==> src/sv/modular_exponentiation_assert.svh <==
// Assertion macros used by the modular exponentiation RTL.
`ifndef MODULAR_EXPONENTIATION_ASSERT_SVH
`define MODULAR_EXPONENTIATION_ASSERT_SVH

// Same-cycle implication, sampled on clk, off while arst_n is low.
`define ME_ASSERT_NOW(name, ante, cons, msg) \
	name: assert property (@(posedge clk) disable iff (!arst_n) (ante) |-> (cons)) \
		else $error(msg);

// Next-cycle implication, sampled on clk, off while arst_n is low.
`define ME_ASSERT_NEXT(name, ante, cons, msg) \
	name: assert property (@(posedge clk) disable iff (!arst_n) (ante) |=> (cons)) \
		else $error(msg);

`endif

==> src/sv/modexp_pkg.sv <==
`default_nettype none

package modexp_pkg;

	// Status of the shared modular multiplier.
	typedef struct packed {
		logic busy;
		logic done;
	} mm_stat_t;

endpackage

`default_nettype wire

==> src/sv/modular_exponentiation.sv <==
`default_nettype none

// Modular exponentiation: power_residue = base ** exponent mod modulus.
// Input: drive base, exponent and modulus with start high; the transaction
// is taken at the clock edge where start is high and busy is low. Unless modulus
// is 0, busy stays high until the result is out and start is ignored meanwhile.
// Output: done is high for exactly one cycle with power_residue valid. The
// receiver cannot hold the result off; it must take it in that cycle.
// Sequencing: every modular multiply runs on one shared shift-and-add unit
// at one multiplier bit per cycle. A transaction needs one base reduction,
// one multiply per set exponent bit and one squaring per exponent bit below
// the top one. A zero exponent finishes after the base reduction alone, and
// a zero modulus finishes without the multiplier, with result 0.
// One transaction at a time; a new one may start the cycle done is high.
// Reset clears the sequencer and drops any transaction in flight.
module modular_exponentiation #(
	parameter int WORD_BITS = 30
) (
	input  logic                 clk,
	input  logic                 arst_n,
	input  logic                 start,
	output logic                 busy,
	input  logic [WORD_BITS-1:0] base,
	input  logic [WORD_BITS-1:0] exponent,
	input  logic [WORD_BITS-1:0] modulus,
	output logic                 done,
	output logic [WORD_BITS-1:0] power_residue
);
	import modexp_pkg::*;

	typedef enum logic [1:0] {
		ST_IDLE,
		ST_RED,
		ST_MUL,
		ST_SQR
	} state_t;

	state_t               state_q;
	logic                 busy_q;
	logic                 done_q;
	logic                 go_q;
	logic [WORD_BITS-1:0] acc_q;
	logic [WORD_BITS-1:0] sq_q;
	logic [WORD_BITS-1:0] e_q;
	logic [WORD_BITS-1:0] m_q;
	logic [WORD_BITS-1:0] res_q;

	mm_stat_t             mm_stat;
	logic [WORD_BITS-1:0] mm_x;
	logic [WORD_BITS-1:0] mm_y;
	logic [WORD_BITS-1:0] mm_p;
	logic [WORD_BITS-1:0] e_shr;

	assign e_shr = e_q >> 1;

	always_comb begin
		unique case (state_q)
			ST_RED: begin
				mm_x = WORD_BITS'(1);
				mm_y = sq_q;
			end
			ST_MUL: begin
				mm_x = acc_q;
				mm_y = sq_q;
			end
			default: begin
				mm_x = sq_q;
				mm_y = sq_q;
			end
		endcase
	end

	modexp_mulmod #(
		.WORD_BITS(WORD_BITS)
	) u_mulmod (
		.clk    (clk),
		.arst_n (arst_n),
		.start  (go_q),
		.x      (mm_x),
		.y      (mm_y),
		.m      (m_q),
		.stat   (mm_stat),
		.product(mm_p)
	);

	always_ff @(posedge clk or negedge arst_n) begin
		if (!arst_n) begin
			state_q <= ST_IDLE;
			busy_q  <= 1'b0;
			done_q  <= 1'b0;
			go_q    <= 1'b0;
			acc_q   <= '0;
			sq_q    <= '0;
			e_q     <= '0;
			m_q     <= '0;
			res_q   <= '0;
		end else begin
			done_q <= 1'b0;
			go_q   <= 1'b0;
			unique case (state_q)
				ST_IDLE: begin
					if (start) begin
						m_q   <= modulus;
						e_q   <= exponent;
						sq_q  <= base;
						acc_q <= (modulus == WORD_BITS'(1)) ? '0 : WORD_BITS'(1);
						if (modulus == '0) begin
							res_q  <= '0;
							done_q <= 1'b1;
						end else begin
							busy_q  <= 1'b1;
							go_q    <= 1'b1;
							state_q <= ST_RED;
						end
					end
				end
				ST_RED: begin
					if (mm_stat.done) begin
						sq_q <= mm_p;
						if (e_q == '0) begin
							res_q   <= acc_q;
							done_q  <= 1'b1;
							busy_q  <= 1'b0;
							state_q <= ST_IDLE;
						end else begin
							go_q    <= 1'b1;
							state_q <= e_q[0] ? ST_MUL : ST_SQR;
						end
					end
				end
				ST_MUL: begin
					if (mm_stat.done) begin
						acc_q <= mm_p;
						// Skip the last squaring once no exponent bits remain.
						if (e_shr == '0) begin
							res_q   <= mm_p;
							done_q  <= 1'b1;
							busy_q  <= 1'b0;
							state_q <= ST_IDLE;
						end else begin
							go_q    <= 1'b1;
							state_q <= ST_SQR;
						end
					end
				end
				ST_SQR: begin
					if (mm_stat.done) begin
						sq_q    <= mm_p;
						e_q     <= e_shr;
						go_q    <= 1'b1;
						state_q <= e_shr[0] ? ST_MUL : ST_SQR;
					end
				end
				default: begin
					state_q <= ST_IDLE;
				end
			endcase
		end
	end

	assign busy          = busy_q;
	assign done          = done_q;
	assign power_residue = res_q;

`include "modular_exponentiation_assert.svh"

	`ME_ASSERT_NOW(a_done_idle, done_q, !busy_q && state_q == ST_IDLE, "result while busy")
	`ME_ASSERT_NOW(a_res_range, done_q, res_q < m_q || m_q == '0, "result not reduced")
	`ME_ASSERT_NOW(a_mm_owned, mm_stat.busy || mm_stat.done, busy_q, "multiplier active when idle")
	`ME_ASSERT_NEXT(a_accept, start && !busy_q && modulus != '0, busy_q, "transaction not taken")

endmodule

`default_nettype wire

==> src/sv/modexp_mulmod.sv <==
`default_nettype none

// Interleaved shift-and-add modular multiplier: one bit of y per cycle,
// MSB first. Requires x <= m and m >= 1; the product comes out below m.
module modexp_mulmod #(
	parameter int WORD_BITS = 30
) (
	input  logic                     clk,
	input  logic                     arst_n,
	input  logic                     start,
	input  logic [WORD_BITS-1:0]     x,
	input  logic [WORD_BITS-1:0]     y,
	input  logic [WORD_BITS-1:0]     m,
	output modexp_pkg::mm_stat_t     stat,
	output logic [WORD_BITS-1:0]     product
);
	import modexp_pkg::*;

	localparam int CntW = $clog2(WORD_BITS + 1);
	localparam int AccW = WORD_BITS + 2;

	logic [WORD_BITS-1:0] r_q;
	logic [WORD_BITS-1:0] y_q;
	logic [WORD_BITS-1:0] x_q;
	logic [WORD_BITS-1:0] m_q;
	logic [CntW-1:0]      cnt_q;
	logic                 run_q;
	logic                 done_q;

	logic [AccW-1:0] sum;
	logic [AccW-1:0] m1;
	logic [AccW-1:0] m2;
	logic [AccW-1:0] red;

	// 2r + x stays below 3m, so at most one of m or 2m comes off.
	always_comb begin
		m1  = {2'b00, m_q};
		m2  = {1'b0, m_q, 1'b0};
		sum = {1'b0, r_q, 1'b0} + (y_q[WORD_BITS-1] ? {2'b00, x_q} : '0);
		if (sum >= m2) begin
			red = sum - m2;
		end else if (sum >= m1) begin
			red = sum - m1;
		end else begin
			red = sum;
		end
	end

	always_ff @(posedge clk or negedge arst_n) begin
		if (!arst_n) begin
			run_q  <= 1'b0;
			done_q <= 1'b0;
			cnt_q  <= '0;
		end else begin
			done_q <= 1'b0;
			if (run_q) begin
				cnt_q <= cnt_q - CntW'(1);
				if (cnt_q == CntW'(1)) begin
					run_q  <= 1'b0;
					done_q <= 1'b1;
				end
			end else if (start) begin
				run_q <= 1'b1;
				cnt_q <= CntW'(WORD_BITS);
			end
		end
	end

	always_ff @(posedge clk) begin
		if (run_q) begin
			r_q <= red[WORD_BITS-1:0];
			y_q <= {y_q[WORD_BITS-2:0], 1'b0};
		end else if (start) begin
			r_q <= '0;
			y_q <= y;
			x_q <= x;
			m_q <= m;
		end
	end

	assign stat.busy = run_q;
	assign stat.done = done_q;
	assign product   = r_q;

endmodule

`default_nettype wire
==> config.mk <==
export PLATFORM = sky130hd
export DESIGN_NAME = modular_exponentiation
export DESIGN_NICKNAME = d
export VERILOG_FILES = /design/src/sv/modexp_pkg.sv /design/src/sv/modular_exponentiation.sv /design/src/sv/modexp_mulmod.sv
export VERILOG_INCLUDE_DIRS = /design/src /design/src/sv
export SDC_FILE = /design/constraint.sdc
export NUM_CORES = 1
export LEC_CHECK = 0
export BUFFER_PORTS_ARGS = -buffer_cell sky130_fd_sc_hd__buf_4
export CORE_MARGIN = 4
export CORE_UTILIZATION = 44
export DETAILED_ROUTE_END_ITERATION = 7
export GPL_ROUTABILITY_DRIVEN = 0
export GPL_TIMING_DRIVEN = 0
export SLEW_MARGIN = 20
export SYNTH_ARGS = -nofsm -noshare
export SYNTH_HDL_FRONTEND = slang
export SYNTH_SLANG_ARGS = --single-unit
==> constraint.sdc <==
create_clock -name clk -period 9.78 [get_ports clk]
set_clock_uncertainty 0.2 [all_clocks]
set_input_delay 2.934 -clock clk [delete_from_list [all_inputs] [get_ports clk]]
set_output_delay 2.934 -clock clk [all_outputs]
set_load 0.005 [all_outputs]
==> qor.csv <==
stage,metric,value,unit
status,run_status,finished clean,
logic_synthesis,netlist_instances,1781,
final_layout,fillers,3579,
logic_synthesis,yosys-top-cells-area,"dfrtp_1 (24%), edfxtp_1 (21%), ha_1 (7.1%)",
sta,setup_violations,0,
clock_network,root_buffer,clkbuf_16,
global_route,grt_max_degree,96,
final_layout,drive_above_1_share,12.8,%
logic_synthesis,synth-seq-cells,282,
floorplanning,die_h,205,microns
clock_network,cts_resized,0,
worst_setup_path,worst_setup_path_start_kind,register,
worst_setup_path,path_max_fanout,10,
drt,firstDrtPassIters,5,
sta,period_share,72.1,%
drt,drc_errors,0,
clock_network,htree_levels,1,
clock_network,clock_path_buffers,3,
clock_network,clock_latency,0.58,ns
drt,wirelength,47100,microns
logic_synthesis,ys_seq_area_share,44.6,%
final_layout,n_antenna_cell,0,
clock_network,numCtsBuffers,31,
sta,rsz0062_at_grt,false,
logic_synthesis,syn_nets,1974,
sta,slew_viol_final,0,
sta,timing.setup.tns,0,ns
logic_synthesis,synth.avg_cell_area,9.63,sq um
worst_setup_path,cp-end-kind,register,
global_route,grt_pass1_vias,13500,
sta,hold_viol_final,0,
drt,ant_nets,0,
logic_synthesis,yosysWarningCount,0,
sta,fin_crit,7.05,ns
sta,worstMarginPinSlew,1.03,ns
clock_network,tritoncts,built,
logic_synthesis,synthArstFlopShare,57.4,%
global_route,antenna_found_initial,0,
final_layout,final_common_cell,nand2_1,
drt,num_vias,13800,
final_layout,multi_input_area,8760,sq um
worst_setup_path,critPathArrivalTime,7.12,ns
logic_synthesis,synth.top_cell.area_share,23.6,%
placement,hpwl,36400,microns
floorplanning,io_pins,125,
floorplanning,die-width,205,microns
clock_network,holdBufCountCts,0,
logic_synthesis,synth_edf_count,119,
logic_synthesis,ys_types,90,
floorplanning,core_area,38600,sq um
floorplanning,die_area,42200,sq um
drt,first_iter_violations,998,
logic_synthesis,synth_flop_cell,dfrtp_1,
final_layout,seq_area,7650,sq um
worst_setup_path,required,9.85,ns
drt,vias_per_cell,5.56,
sta,hold_ws,0.224,ns
worst_hold_path,hp-class,register to register,
global_route,grt-ovfl-total,0,
worst_setup_path,path_class,register to register,
clock_network,cts.sinks,282,
global_route,grt_pass1_wl,73900,microns
logic_synthesis,netlist_area,17200,sq um
logic_synthesis,yosys.area.top_type,dfrtp_1,
clock_network,path_clk_slew,0.07,ns
floorplanning,start_util,44.4,%
drt,wl_per_cell,18.9,microns
final_layout,nNetsFinal,2135,
sta,relSlewSlack,30.5,%
clock_network,postCtsSetupBuffers,0,
job,cap_violations,0,
placement,portBuffers,124,
sta,timing.fmax,142,MHz
global_route,grt_usage,21.9,%
final_layout,layout_common_cells,"nand2_1 (185), a21oi_1 (166), dfrtp_1 (162), o21ai_0 (144), nor2_1 (126)",
floorplanning,num_rows,72,
final_layout,area_growth,15.6,%
path summary, 6_finish.rpt:
| kind | cells after the start | endpoint | slack, ns | startpoint |
|---|---|---|---|---|
| worst max-delay path | 22 | u_mulmod.product[24] | 2.73 | u_mulmod.y_q[29] |
| worst min-delay path | 0 | u_mulmod.m_q[18] | 0.22 | m_q[18] |
| worst max register to register | 22 | u_mulmod.product[24] | 2.73 | u_mulmod.y_q[29] |
| worst min register to register | 0 | u_mulmod.m_q[18] | 0.22 | m_q[18] |
| max in group asynchronous | 2 | power_residue[9] | 6.39 | arst_n |
| min in group asynchronous | 1 | power_residue[28] | 2.10 | arst_n |
layer usage:
metal  wire, microns  vias to the layer above  track usage (%)
met3            2400                       79             3.03
met2           20500                      373             33.5
li1                -                     6786                -
met4            1630                        0             7.54
met1           22500                     6581             32.0
met5               0                        -                0
synth_stat cells, types with 8 or more instances:
library cell  instances
nand2_1             185
a21oi_1             166
dfrtp_1             162
o21ai_0             144
nor2_1              126
edfxtp_1            119
inv_1               104
ha_1                 97
mux2i_1              85
clkbuf_1             64
xnor2_1              49
a21o_1               38
and2_1               35
a22oi_1              31
a22o_1               30
mux2_2               30
nand3_1              30
nor3_1               25
xor2_1               20
nor4_1               16
nand4_1              15
o21a_1               12
and3_1               11
buf_1                11
nand2b_1             11
o211ai_1             11
a31oi_1              10
o21bai_1             10
o22ai_1               8
cells by family after synthesis:
kind of cell	share of synthesized area [%]
AND/OR/NAND/NOR	13.3
adder cells (fa/ha/maj)	7.42
XOR/XNOR	3.52
multiplexers	6.93
buffers and inverters	4.47
flip-flops	44.6
AO/OA/AOI/OAI	19.8
critical path, cell delays in order (launching register included):
cell and delay, ns:
edfxtp_1 0.41, clkbuf_1 0.23, clkbuf_1 0.24, and2_1 0.19, ha_1 0.36, nand3_1 0.15
or2_2 0.32, a2bb2oi_1 0.14, o31a_1 0.16, a21boi_1 0.42, a21oi_1 0.19, o311ai_0 0.88
ha_1 0.46, a21o_1 0.20, a21o_1 0.18, a21oi_2 0.25, nand2_1 0.09, a31oi_1 0.18
a21oi_2 0.09, nor3_1 0.28, clkbuf_1 0.49, clkbuf_1 0.46, a21oi_1 0.18
per-stage QoR:
step           worst slack [ns]  std cells  area [sq um]  utilization [%]
2_1_floorplan              4.43       1781         17200                -
3_3_place_gp               2.81       2423         18700             48.5
3_5_place_dp               2.79       2427         18800             48.8
4_1_cts                    2.75       2484         19800             51.3
5_1_grt                    2.20       2484         19800             51.3
6_report                   2.73       2484         19800             51.3
sequential cells by signal, summed over array words and instances (netlist names):
name,count
acc_q,30
busy,1
done,1
e_q,30
go_q,1
m_q,30
mm_y,30
power_residue,30
state_q,2
u_mulmod.cnt_q,5
u_mulmod.done_q,1
u_mulmod.m_q,30
u_mulmod.product,30
u_mulmod.run_q,1
u_mulmod.x_q,30
u_mulmod.y_q,30
cell type report:
class	count	area share (%)
buffer	86	1.90
clock buffer	43	4.60
clock inverter	14	0.385
inverter	104	1.98
multi-input combinational	1309	44.1
sequential	282	38.6
tap	518	3.27
timing repair buffer	128	5.17
Power is not shown: default switching activity piles up to over one toggle a cycle in this logic, so the estimate is an artifact.
